--- config.mk ---
export PLATFORM = sky130hd
export DESIGN_NAME = dctbhd_line
export DESIGN_NICKNAME = d
export VERILOG_FILES = /design/src/rtl/dctbhd_pkg.sv /design/src/rtl/dctbhd_line.sv
export SDC_FILE = /design/constraint.sdc
export NUM_CORES = 2
export LEC_CHECK = 0
export ABC_AREA = 0
export BUFFER_PORTS_ARGS = -buffer_cell sky130_fd_sc_hd__buf_2
export CAP_MARGIN = 20
export CORE_UTILIZATION = 60
export CTS_CLUSTER_SIZE = 28
export DETAILED_ROUTE_END_ITERATION = 10
export GPL_TIMING_DRIVEN = 0
export HOLD_SLACK_MARGIN = 0.03
export PLACE_DENSITY = 0.77
export SLEW_MARGIN = 20
export SYNTH_ARGS = -nofsm -noshare
export SYNTH_HDL_FRONTEND = slang
export SYNTH_SLANG_ARGS = --single-unit
export TNS_END_PERCENT = 100
--- constraint.sdc ---
create_clock -name i_clk -period 14.2 [get_ports i_clk]
set_input_delay 0.71 -clock i_clk [delete_from_list [all_inputs] [get_ports i_clk]]
set_output_delay 0.71 -clock i_clk [all_outputs]
set_load 0.02 [all_outputs]
--- src/rtl/dctbhd_pkg.sv ---
// Shared types, constants and the DCT basis table for the 3-D DCT denoiser.
package dctbhd_pkg;

    localparam int EDGE       = 4;
    localparam int VOL        = EDGE * EDGE * EDGE;
    localparam int ADDR_W     = 6;
    localparam int VOXEL_W    = 16;
    localparam int COEF_W     = 20;
    localparam int FILT_W     = 18;
    localparam int WEIGHT_W   = 17;
    localparam int PROD_W     = 36;
    localparam int SUM_W      = 38;

    localparam logic signed [COEF_W-1:0] COEF_MAX = 20'sd524287;
    localparam logic signed [COEF_W-1:0] COEF_MIN = -20'sd524288;

    // Register indexes on the configuration port.
    localparam logic REG_THRESHOLD  = 1'b0;
    localparam logic REG_PILOT_MODE = 1'b1;

    // Which block a transform pass works on.
    localparam logic [1:0] JOB_IMG = 2'd0;
    localparam logic [1:0] JOB_PLT = 2'd1;
    localparam logic [1:0] JOB_INV = 2'd2;

    // Orthonormal DCT-II basis in Q1.14, row r = frequency, column k = position.
    localparam logic signed [15:0] BASIS [16] = '{
        16'sd8192,  16'sd8192,   16'sd8192,  16'sd8192,
        16'sd10703, 16'sd4433,  -16'sd4433, -16'sd10703,
        16'sd8192, -16'sd8192,  -16'sd8192,  16'sd8192,
        16'sd4433, -16'sd10703,  16'sd10703, -16'sd4433
    };

    typedef enum logic [2:0] {
        S_LOAD,
        S_RD,
        S_MAC,
        S_THR,
        S_DIV,
        S_OUT_RD,
        S_OUT_LD,
        S_OUT_WAIT
    } t_state;

    typedef struct packed {
        logic       cap_en;
        logic [1:0] cap_idx;
        logic       mul_en;
        logic [1:0] mul_idx;
        logic       inverse;
    } t_mac_ctl;

    function automatic logic signed [15:0] basis(input logic [1:0] r, input logic [1:0] k);
        basis = BASIS[{r, k}];
    endfunction

    // Address of element i of a line; dir 0 runs along columns, 1 rows, 2 slices.
    function automatic logic [ADDR_W-1:0] line_addr(input logic [1:0] dir,
                                                    input logic [3:0] line,
                                                    input logic [1:0] i);
        case (dir)
            2'd0:    line_addr = {line, i};
            2'd1:    line_addr = {line[3:2], i, line[1:0]};
            default: line_addr = {i, line};
        endcase
    endfunction

endpackage

--- src/rtl/dctbhd_line.sv ---
// One-dimensional DCT line unit: line buffer, four multipliers, sum, round and saturate.
module dctbhd_line (
    input  logic                                 i_clk,
    input  logic                                 i_rst_n,
    input  dctbhd_pkg::t_mac_ctl                 i_ctl,
    input  logic signed [dctbhd_pkg::COEF_W-1:0] i_data,
    output logic                                 o_valid,
    output logic [1:0]                           o_idx,
    output logic signed [dctbhd_pkg::COEF_W-1:0] o_result
);

    localparam int SUM_W = dctbhd_pkg::SUM_W;

    logic signed [dctbhd_pkg::COEF_W-1:0] r_line [4];
    logic signed [dctbhd_pkg::PROD_W-1:0] r_prod [4];
    logic                                 r_pv;
    logic [1:0]                           r_pidx;
    logic signed [dctbhd_pkg::SUM_W-1:0]  sum;
    logic signed [dctbhd_pkg::SUM_W-1:0]  rnd;

    always_ff @(posedge i_clk) begin
        if (i_ctl.cap_en) begin
            r_line[i_ctl.cap_idx] <= i_data;
        end
        if (i_ctl.mul_en) begin
            for (int j = 0; j < 4; j++) begin
                // The inverse uses the transposed basis.
                if (i_ctl.inverse) begin
                    r_prod[j] <= dctbhd_pkg::basis(2'(j), i_ctl.mul_idx) * r_line[j];
                end else begin
                    r_prod[j] <= dctbhd_pkg::basis(i_ctl.mul_idx, 2'(j)) * r_line[j];
                end
            end
            r_pidx <= i_ctl.mul_idx;
        end
    end

    always_ff @(posedge i_clk) begin
        if (!i_rst_n) begin
            r_pv <= 1'b0;
        end else begin
            r_pv <= i_ctl.mul_en;
        end
    end

    always_comb begin
        sum = SUM_W'(r_prod[0]) + SUM_W'(r_prod[1]) + SUM_W'(r_prod[2]) + SUM_W'(r_prod[3]);
        rnd = (sum + 38'sd8192) >>> 14;
        if (rnd > 38'(dctbhd_pkg::COEF_MAX)) begin
            o_result = dctbhd_pkg::COEF_MAX;
        end else if (rnd < 38'(dctbhd_pkg::COEF_MIN)) begin
            o_result = dctbhd_pkg::COEF_MIN;
        end else begin
            o_result = rnd[dctbhd_pkg::COEF_W-1:0];
        end
    end

    assign o_valid = r_pv;
    assign o_idx   = r_pidx;

endmodule

==> impl_metrics.tcl <==
set metrics [dict create \
    drt_iter0_drc 5091 \
    seq_area_frac_synth_pct 9.40 \
    grt_pass1_wl_um 331000 \
    crit_arrival_ns 12.10 \
    cp_slowest_cell "buf_1" \
    numCtsBuffers 26 \
    post_drt_wl_per_cell_um 23.0 \
    async_flop_share_pct 0 \
    avgSynthCellArea_um2 9.59 \
    ys_types 88 \
    synth_edf_count 226 \
    cts-htree-levels 1 \
    grt_max_degree 56 \
    synth_top_area_share_pct 41.4 \
    ctsHoldBuffers 0 \
    clock_skew_ns 0.0213 \
    yosysTopAreaCell "fa_1" \
    synthToLayoutAreaGrowth_pct 4.75 \
    wirelength_um 214000 \
    design_area_um2 75900 \
    place_congestion 1.02 \
    finalSetupViolCount 0 \
    core_um2 120000 \
    die_y_um 349 \
    clockBufferDepth 3 \
    worstPathRequired_ns 14.54 \
    hold_violations 0 \
    maxSlewHeadroom_pct 5.79 \
    grt_use_total_pct 36.8 \
    clk_pin_slew_ns 0.09 \
    placed_area_um2 74900 \
    via_count 52452 \
    finalNonFillerCells 9307 \
    final_nets 10204 \
    ys.flop_type "edfxtp_1" \
    synthesis.area_um2 72400 \
    period_share_pct 82.8 \
    vias_per_cell 5.64 \
    synth_commonest_cells "inv_1, fa_1, ha_1, nand2_1, edfxtp_1" \
    ys_ff_latch 227 \
    crit_path_end_kind "flip-flop" \
    syn_inst 7553 \
    drc_errors 0 \
    worst_path_largest_cell_delay_ns 0.93 \
    antenna_found_initial 21 \
    start_util_pct 60.4 \
    row_count 127 \
    cp_max_fo 12 \
    cts_setup_buffers 0 \
    crit_path_start_kind "input port" \
    maxCapViolations 0 \
    worst_pin_slew_ns 1.40 \
    first_pass_iters 6 \
    hold_class "in -> reg" \
    synth_warnings 0 \
    clock-root-buffer "clkbuf_16" \
    layout-drive-gt1-share_pct 2.81 \
    synthTopCellsByArea "fa_1, ha_1, inv_1" \
    grt_pass1_vias 55985 \
    final_core_util_pct 63.3 \
    setup_tns_ns 0 \
    synth_nets 10114 \
    rsz0062_at_grt "false" \
    io_pins 52 \
    grt.overflow.total 0 \
    clkSinkCount 227 \
    io_buffers 51 \
    status "finished, final reports clean" \
    die_x_um 349 \
    path_class "in -> reg" \
    max_freq_mhz 85.0 \
    die_area_um2 122000 \
    cts_tree "built" \
    dp_hpwl_um 186000 \
    cts_resized 0 \
    post-route-min-period_ns 11.76 \
    synth_most_common_cell "inv_1" \
    clk_latency_ns 0.61 \
    placed_cells 9225 \
    slew_viol_final 0 \
    drtAntennaViolNets 0 \
]
## flip-flops by register name, indices dropped and copies added (netlist names)
register	count
o_valid	1
r_line	80
o_idx	2
r_prod	144
## critical path: cells and delay by family
| family | cells | cell delay (ns) |
|---|---|---|
| simple gates | 3 | 0.81 |
| fa+ha+maj | 8 | 3.47 |
| buf+inv | 12 | 4.57 |
| compound gates | 7 | 2.27 |
| xor+xnor | 1 | 0.22 |
## cell type report
class | instances | area (um^2)
multi-input cells | 4773 | 56000
fillers | 10046 | 43900
inverters | 2360 | 8860
flip-flops and latches | 227 | 6810
well taps | 1612 | 2020
plain buffers | 193 | 843
clock buffers | 29 | 662
repair buffers | 62 | 430
clock inverters | 19 | 174
diodes | 32 | 80.1
## through the flow
step           worst slack, ns  hold slack (ns)
5_1_grt                   2.41            0.327
2_1_floorplan             6.00            0.558
4_1_cts                   2.93            0.314
3_5_place_dp              2.32            0.684
6_report                  2.44            0.315
3_3_place_gp              1.57            0.684
## path summary, 6_finish.rpt
path,cells past startpoint,slack [ns],end,from
setup reg to reg,22,4.89,r_prod[1][33]$_DFFE_PP_,r_line[1][19]$_DFFE_PP_
hold reg to reg,2,0.73,r_prod[0][15]$_DFFE_PP_,r_line[0][2]$_DFFE_PP_
setup / recovery,31,2.44,r_prod[2][34]$_DFFE_PP_,i_ctl[2]
hold / removal,2,0.31,o_valid$_SDFF_PN0_,i_rst_n
## cell families (layout without fill, tap and decap cells)
| kind of cell | Yosys count | count (layout) | share of synthesized area, % |
|---|---|---|---|
| compound gates | 813 | 813 | 7.32 |
| xor+xnor | 245 | 245 | 2.96 |
| buf+inv | 2553 | 2663 | 13.4 |
| other cells | 1 | 33 | 0.00518 |
| simple gates | 1177 | 1177 | 7.58 |
| mux | 5 | 5 | 0.0864 |
| flops | 227 | 227 | 9.40 |
| fa+ha+maj | 2532 | 2532 | 59.3 |
## placed cells by master, fill, tap and decap left out, types with 7 or more instances in the layout
cell type	netlist	final
clkbuf_2	1	19
o31ai_1	14	13
nand2b_1	47	47
clkbuf_1	166	150
o21ai_1	8	8
or2_2	26	26
a21boi_0	9	9
buf_1	15	13
o21a_1	38	38
o21ai_0	195	195
a211oi_2	21	25
fa_1	1499	1499
or4_1	7	7
and3_1	20	19
diode_2	0	32
or3_1	17	17
nor2_1	225	222
clkbuf_16	0	26
a21o_1	88	88
nand3_1	38	38
nor2b_1	48	48
a211oi_1	58	54
xor2_1	73	73
o21bai_1	33	33
o211ai_1	18	18
a211o_1	13	13
o22ai_1	7	7
a21oi_1	214	214
nor3_1	56	56
ha_1	1033	1033
buf_2	2	56
nand4_1	15	15
o2111ai_1	7	7
and2_1	146	146
a31oi_1	20	20
xnor2_1	172	172
edfxtp_1	226	226
inv_1	2358	2357
nand2_1	506	506
## per-layer routing
layer	GRT usage [%]	wire (um)	vias up
met5	0	190	-
met4	19.7	14100	10
met3	10.6	25700	576
met2	56.5	96000	2631
met1	47.2	78400	26192
li1	-	-	23043
Power is left out: the tool's default activity adds up to more than one toggle a clock period on the data nets, which glitch-free logic cannot reach.
