## src/rtl/dctbhd_ram.sv

```systemverilog
// Generic simple dual-port RAM with registered read.
module dctbhd_ram #(
    parameter int WIDTH = 20,
    parameter int DEPTH = 64
) (
    input  logic                     i_clk,
    input  logic                     i_we,
    input  logic [$clog2(DEPTH)-1:0] i_waddr,
    input  logic [WIDTH-1:0]         i_wdata,
    input  logic [$clog2(DEPTH)-1:0] i_raddr,
    output logic [WIDTH-1:0]         o_rdata
);

    logic [WIDTH-1:0] r_mem [DEPTH];
    logic [WIDTH-1:0] r_rdata;

    always_ff @(posedge i_clk) begin
        if (i_we) begin
            r_mem[i_waddr] <= i_wdata;
        end
        r_rdata <= r_mem[i_raddr];
    end

    assign o_rdata = r_rdata;

endmodule

```

## config.mk

```make
export PLATFORM = sky130hd
export DESIGN_NAME = dctbhd_ram
export DESIGN_NICKNAME = d
export VERILOG_FILES = /design/src/rtl/dctbhd_ram.sv
export SDC_FILE = /design/constraint.sdc
export NUM_CORES = 1
export LEC_CHECK = 0
export ABC_AREA = 1
export BUFFER_PORTS_ARGS = -buffer_cell sky130_fd_sc_hd__buf_2
export CELL_PAD_IN_SITES_DETAIL_PLACEMENT = 1
export CELL_PAD_IN_SITES_GLOBAL_PLACEMENT = 1
export CORE_UTILIZATION = 47
export DETAILED_ROUTE_END_ITERATION = 8
export PLACE_DENSITY = 0.77
export SETUP_SLACK_MARGIN = 0.15
export SLEW_MARGIN = 20
export SYNTH_ARGS = -nofsm -noshare
export SYNTH_HDL_FRONTEND = slang
export SYNTH_SLANG_ARGS = --single-unit
```

## constraint.sdc

```tcl
create_clock -name i_clk -period 3.9 [get_ports i_clk]
set_input_delay 0.78 -clock i_clk [delete_from_list [all_inputs] [get_ports i_clk]]
set_output_delay 0.78 -clock i_clk [all_outputs]
set_load 0.01 [all_outputs]
```

==> results of run 1 <==
## worst max path at each step
stage                             end  slack (ns)  depth (start not counted)
6_report          o_rdata[14]$_DFF_P_        1.43                         12
5_1_grt           o_rdata[14]$_DFF_P_        1.29                         12
4_1_cts                   o_rdata[13]        1.52                          1
3_5_place_dp       o_rdata[3]$_DFF_P_        0.74                         12
3_3_place_gp       o_rdata[2]$_DFF_P_        0.82                         12
2_1_floorplan  r_mem[48][0]$_DFFE_PP_        0.17                          3
## Yosys cell counts
master,number,share of area (%)
nand2_1,1620,12
edfxtp_1,1280,74
nand3_1,1087,10
buf_2,180,1.7
nor2_1,56,0.40
clkbuf_1,46,0.33
buf_4,33,0.48
buf_1,22,0.16
dfxtp_1,20,0.77
nand4_1,9,0.11
inv_1,8,0.058
nor4_1,8,0.096
inv_2,4,0.029
## logic make-up after synthesis
kind of cell / after synthesis / share of synthesized area, %
and+or+nand+nor: 2780 / 22.7
DFF: 1300 / 74.5
buffers and inverters: 293 / 2.78
## layout by cell type (no fill, tap or decap), drive strengths merged
master    count
clkinvlp      2
nand3      1087
nor2         56
edfxtp     1280
buf         234
nor4          8
inv          17
nand2      1620
clkbuf      179
nand4         9
clkinv       59
bufinv        6
diode         6
dfxtp        20
## state kept, by name (all words and copies together), names as in the netlist
signal / flops
r_mem: 1280
o_rdata: 20
## power breakdown
part           switching (mW)  internal [mW]  leakage, nW
Combinational            1.51          0.476         7.52
Clock                    5.51           7.13         2.11
Sequential             0.0666           15.5         11.7
Total                    7.09           23.1         21.3
## layout make-up
class	count	area share, %
diodes	6	0.0254
clock buffers	179	6.24
clock inverters	72	1.04
inverters	12	0.110
multi-input cells	2780	20.3
flip-flops and latches	1300	65.7
well taps	1476	3.12
repair buffers	234	3.45
## metrics by stage
| step | util, % | std cells | power (mW) |
|---|---|---|---|
| 2_1_floorplan | - | 4373 | 16.8 |
| 3_3_place_gp | 50.1 | 5801 | 17.7 |
| 3_5_place_dp | 50.1 | 5801 | 17.8 |
| 4_1_cts | 54.0 | 6052 | 30.3 |
| 5_1_grt | 54.0 | 6053 | 30.8 |
| 6_report | 54.0 | 6059 | 30.2 |
## metal layers
metal / vias up / wire length [um] / global-route usage, %
met2: 1588 / 79800 / 48.9
li1: 15600 / - / -
met3: 332 / 13100 / 5.08
met4: 10 / 6220 / 11.9
met5: - / 71 / 0
met1: 18600 / 64800 / 38.3
## worst reg2reg max path, delay by kind of cell, from the launching register on
kind             cells  cell delay [ns]
DFF                  1             0.39
and+or+nand+nor      8             1.28
==> out/results.ini, run 1 <==
[floorplan]
initial_utilization_pct=47.6
die_w_um=335
fp.dieArea_um2=112000
placementRows=121
die_height_um=335
core_area_um2=109000
io_pins=54

[yosys]
yosysUniqueCellTypes=13
syn-num-nets=4407
post_synth_instance_area_um2=52100
yosysSeqAreaShare_pct=74.5
ys_seq_elements=1300
postSynthAreaPerCell_um2=11.9
post_synth_inst_count=4373
synth-warning-count=0

[sta]
rsz_0062_raised_after_global_routing=no
worst_clock_skew_ns=0.0333
max_freq_mhz=405
final-hold-violation-count=0
worst-slew-pin-transition_ns=1.12
worst_slew_slack_as_a_fraction_of_its_limit_pct=25.1
post-route-min-period_ns=2.47
finalCritPeriodShare_pct=63.2
postLayoutSetupSlackWorst_ns=1.43
report.final.slew_viol_count=0
finalSetupViolCount=0
totalNegativeSetupSlack_ns=0
timing.hold.ws_ns=0.472

[routing]
drtIter0Drc=3731
vias=36200
detail_route.vias_per_cell=5.97
detailed_route_drc_error_count=0
drt_pass1_iterations=5
routedWlPerCell_um=27.1
wl_mm=164
drtAntennaViolNets=0

[setup_path]
worstPathBufferInverterCount=4
r2r_setup_slack_ns=2.10
critical_path.max_fanout=65
cp_cell_sequence=buf_8 > inv_8 > buf_12 > buf_4 > nand2_1 > nand3_1 > nand3_1 > nand2_1 > nand2_1 > nand3_1 > nand3_1 > nand2_1
worstPathRequired_ns=4.59
cpMaxStageDelayCell=inv_8
worstReg2RegStart=r_mem[23][13]$_DFFE_PP_
critical_path.startpoint_type=input port
reg2reg_to=o_rdata[13]$_DFF_P_
cp_slowest_stage_delay_ns=0.33
critical_path.top_delay_family=buffers and inverters
worstSetupEndpointType=register
worst_setup_path_startpoint=i_raddr[0]
critical_path_class=input port to register
arrival_time_at_the_worst_endpoint_ns=3.15
reg2regPathDepth=8

[worst_hold_path]
hold_path_depth=1
hold_path_startpoint=i_wdata[17]
holdPathEnd=r_mem[55][17]$_DFFE_PP_
hold_path_class=input port to register

[clocking]
cts.repair.resized=0
clkTransAtPathRegs_ns=0.06
cts_post_setup_buffers_inserted=0
tritoncts.num_buffers=137
clock_latency_ns=0.77
cts.root.buffer_cell=clkbuf_16
cts.sink_count=1300
cts.path.max_buffers=3
htreeDepth=4
tritoncts_clock_tree=yes
hold_buffers=0

[cells_and_area]
nets=4499
stdcell_area_um2=59100
ff_latch_area_um2=38800
layout.filler_cells=11200
multi_input_area_um2=12000
flow.area_growth_from_synthesis_pct=13.5
post_route_cells_drive_above_1_share_pct=10.7

[global_routing]
grt_overflow_total=0
first_global_vias=37800
maximum_number_of_pins_on_one_net_before_global_route_repair=128
initial_antenna_violation_count=9
wire_length_of_the_first_global_routing_pass_mm=242
globalRouteTotalUtil_pct=29.4

[power]
total_leakage_power_nw=21.3
power_per_cell_area_nw_per_um2=510
max-vdd-ir-drop_v=0.000410

[flow_run]
number_of_max_cap_violations=0

[place]
place_area_um2=54800
place_worst_setup_slack_ns=0.742
detailedPlacementHpwl_mm=96.8
finalWeightedCongestion=0.891
io_buffers=53

[status]
run_status=finished, final reports clean

Note: power is estimated with default switching activity, not from simulation.
==> run 2: changes to the inputs <==
Settings changed: CORE_UTILIZATION 47 to 52, PLACE_DENSITY 0.77 to 0.81.
Clock period 3.9 ns to 2.56 ns, I/O delays scaled along.
==> run 2 against run 1 <==
Largest cell class unchanged. Critical path depth fell by 11. Wire length is 7.5% higher. Worst hold slack worse by 0.33 ns.
==> out/results.ini, run 2 (synthesized netlist as in run 1, its figures left out) <==
[global_routing]
initial_antenna_violation_count=12  ; +3
globalRouteTotalUtil_pct=34.8  ; +5.4 points
first_global_vias=39900  ; +5.4%
wire_length_of_the_first_global_routing_pass_mm=258  ; +6.6%
grt_overflow_total=0  ; unchanged
maximum_number_of_pins_on_one_net_before_global_route_repair=86  ; -33%

[setup_path]
cp_cell_sequence=buf_2
reg2regPathDepth=8  ; unchanged
critical_path.top_delay_family=flip-flops
worstSetupEndpointType=output pin
cpMaxStageDelayCell=dfxtp_1
arrival_time_at_the_worst_endpoint_ns=1.63  ; -1.52 ns
r2r_setup_slack_ns=0.81  ; -1.29 ns
worstPathRequired_ns=2.05  ; -2.54 ns
critical_path.startpoint_type=register
worst_setup_path_startpoint=o_rdata[4]$_DFF_P_
critical_path.max_fanout=2  ; -97%
worstReg2RegStart=r_mem[18][8]$_DFFE_PP_
critical_path_class=register to output pin
reg2reg_to=o_rdata[8]$_DFF_P_
worstPathBufferInverterCount=1  ; -3
cp_slowest_stage_delay_ns=0.63  ; +0.30 ns

[cells_and_area]
flow.area_growth_from_synthesis_pct=15.6
stdcell_area_um2=60200  ; +1.8%
post_route_cells_drive_above_1_share_pct=11.3  ; +0.61 points
nets=4546  ; +1.0%
most-common-layout-cells=1620 x nand2_1, 1280 x edfxtp_1, 1087 x nand3_1
regMostFlops=r_mem
layout_commonest_cell=nand2_1
layout.filler_cells=9661  ; -14%
largest_reg_flops=1280  ; unchanged

[floorplan]
die_height_um=319  ; -4.9%
core_area_um2=98900  ; -9.7%
io_pins=54  ; unchanged
initial_utilization_pct=52.7  ; +5.1 points
fp.dieArea_um2=102000  ; -9.6%
die_w_um=319  ; -4.9%
placementRows=115  ; -5.0%

[routing]
detailed_route_drc_error_count=0  ; unchanged
drtAntennaViolNets=0  ; unchanged
vias=37800  ; +4.4%
detail_route.vias_per_cell=6.40  ; +7.2%
drt_pass1_iterations=8  ; +3
wl_mm=176  ; +7.5%
drtIter0Drc=4997  ; +34%
routedWlPerCell_um=29.9  ; +10%

[place]
place_area_um2=56000  ; +2.3%
detailedPlacementHpwl_mm=102  ; +5.5%
finalWeightedCongestion=0.856  ; -4.0%
io_buffers=53  ; unchanged

[clocking]
cts.root.buffer_cell=clkbuf_16
clock_latency_ns=0.76  ; about the same
tritoncts_clock_tree=yes
tritoncts.num_buffers=138  ; +0.73%
cts.path.max_buffers=3  ; unchanged
cts.sink_count=1300  ; unchanged
clkTransAtPathRegs_ns=0.07  ; about the same
cts.repair.resized=0  ; unchanged
htreeDepth=4  ; unchanged

[sta]
final-hold-violation-count=0  ; unchanged
report.final.slew_viol_count=0  ; unchanged
worst_clock_skew_ns=0.0266  ; -0.00670 ns
finalSetupViolCount=0  ; unchanged
max_freq_mhz=467
finalCritPeriodShare_pct=83.6
worst_slew_slack_as_a_fraction_of_its_limit_pct=25.1  ; about the same
post-route-min-period_ns=2.14
worst-slew-pin-transition_ns=1.12  ; -0.000319 ns
rsz_0062_raised_after_global_routing=no

[power]
max-vdd-ir-drop_v=0.000625  ; +52%
total_power_mw=46.0  ; +53%
power_per_cell_area_nw_per_um2=764  ; +50%
total_leakage_power_nw=21.8  ; +2.1%

[worst_hold_path]
hold_path_startpoint=i_wdata[12]
holdPathEnd=r_mem[48][12]$_DFFE_PP_
hold_path_class=input port to register
hold_path_depth=1  ; unchanged

[flow_run]
number_of_max_cap_violations=0  ; unchanged

[status]
run_status=finished, final reports clean

-- run 2: cell types whose count changed in the layout (fill, tap and decap cells not counted), moves of 5 or more --
cell,previous run,this run
clkinv_1,26,20
clkbuf_1,36,42
buf_4,155,111
buf_12,29,115
clkinv_2,27,20
nor4_4,0,8
nor4_2,8,0
clkinv_8,5,0
-- run 2: how the worst max path moves through the flow --
stage / end / slack [ns] / cells after the start
after floorplan: r_mem[48][0]$_DFFE_PP_ / -0.23 / 3
after global placement: o_rdata[7]$_DFF_P_ / 0.007 / 12
after detailed placement: o_rdata[7]$_DFF_P_ / -0.09 / 12
after CTS: o_rdata[4] / 0.46 / 1
after global routing: o_rdata[4] / 0.49 / 1
final: o_rdata[4] / 0.42 / 1
-- run 2: through the flow --
stage | setup WS (ns) | std cells | util, % | hold WS, ns | TNS, ns
finish | 0.419 | 5901 | 60.9 | 0.144 | 0
floorplan | -0.229 | 4373 | - | 0.611 | -36.66
global placement | 0.00690 | 5657 | 56.7 | 0.735 | 0
CTS | 0.460 | 5898 | 60.9 | 0.113 | 0
detailed placement | -0.0878 | 5657 | 56.7 | 0.740 | -0.112
global route | 0.489 | 5899 | 60.9 | 0.134 | 0
-- run 2: cell type report --
cell class              count  area [um2]  share of cell area [%]
well taps                1287        1610                    2.67
diodes                      3        7.51                  0.0125
inverters                  12        65.1                   0.108
repair buffers            280        3440                    5.71
multi-input cells        2780       12100                    20.1
clock inverters            51         397                   0.658
clock buffers             188        3780                    6.27
flip-flops and latches   1300       38800                    64.5
-- run 2: what timing repair did --
action	4_1_cts	5_1_grt
hold endpoints to repair	5	0
hold buffers	2	0
setup buffers	0	0
-- run 2: layer usage --
layer	wire (um)	GRT usage [%]
met1	66000	45.4
met3	16400	5.55
met2	85600	57.3
met5	68	0
met4	8260	16.5
-- run 2: power by group --
group	internal [mW]	leakage (nW)	switching [mW]
Sequential	23.6	11.7	0.128
Clock	10.9	2.04	8.18
Combinational	0.858	8.04	2.43
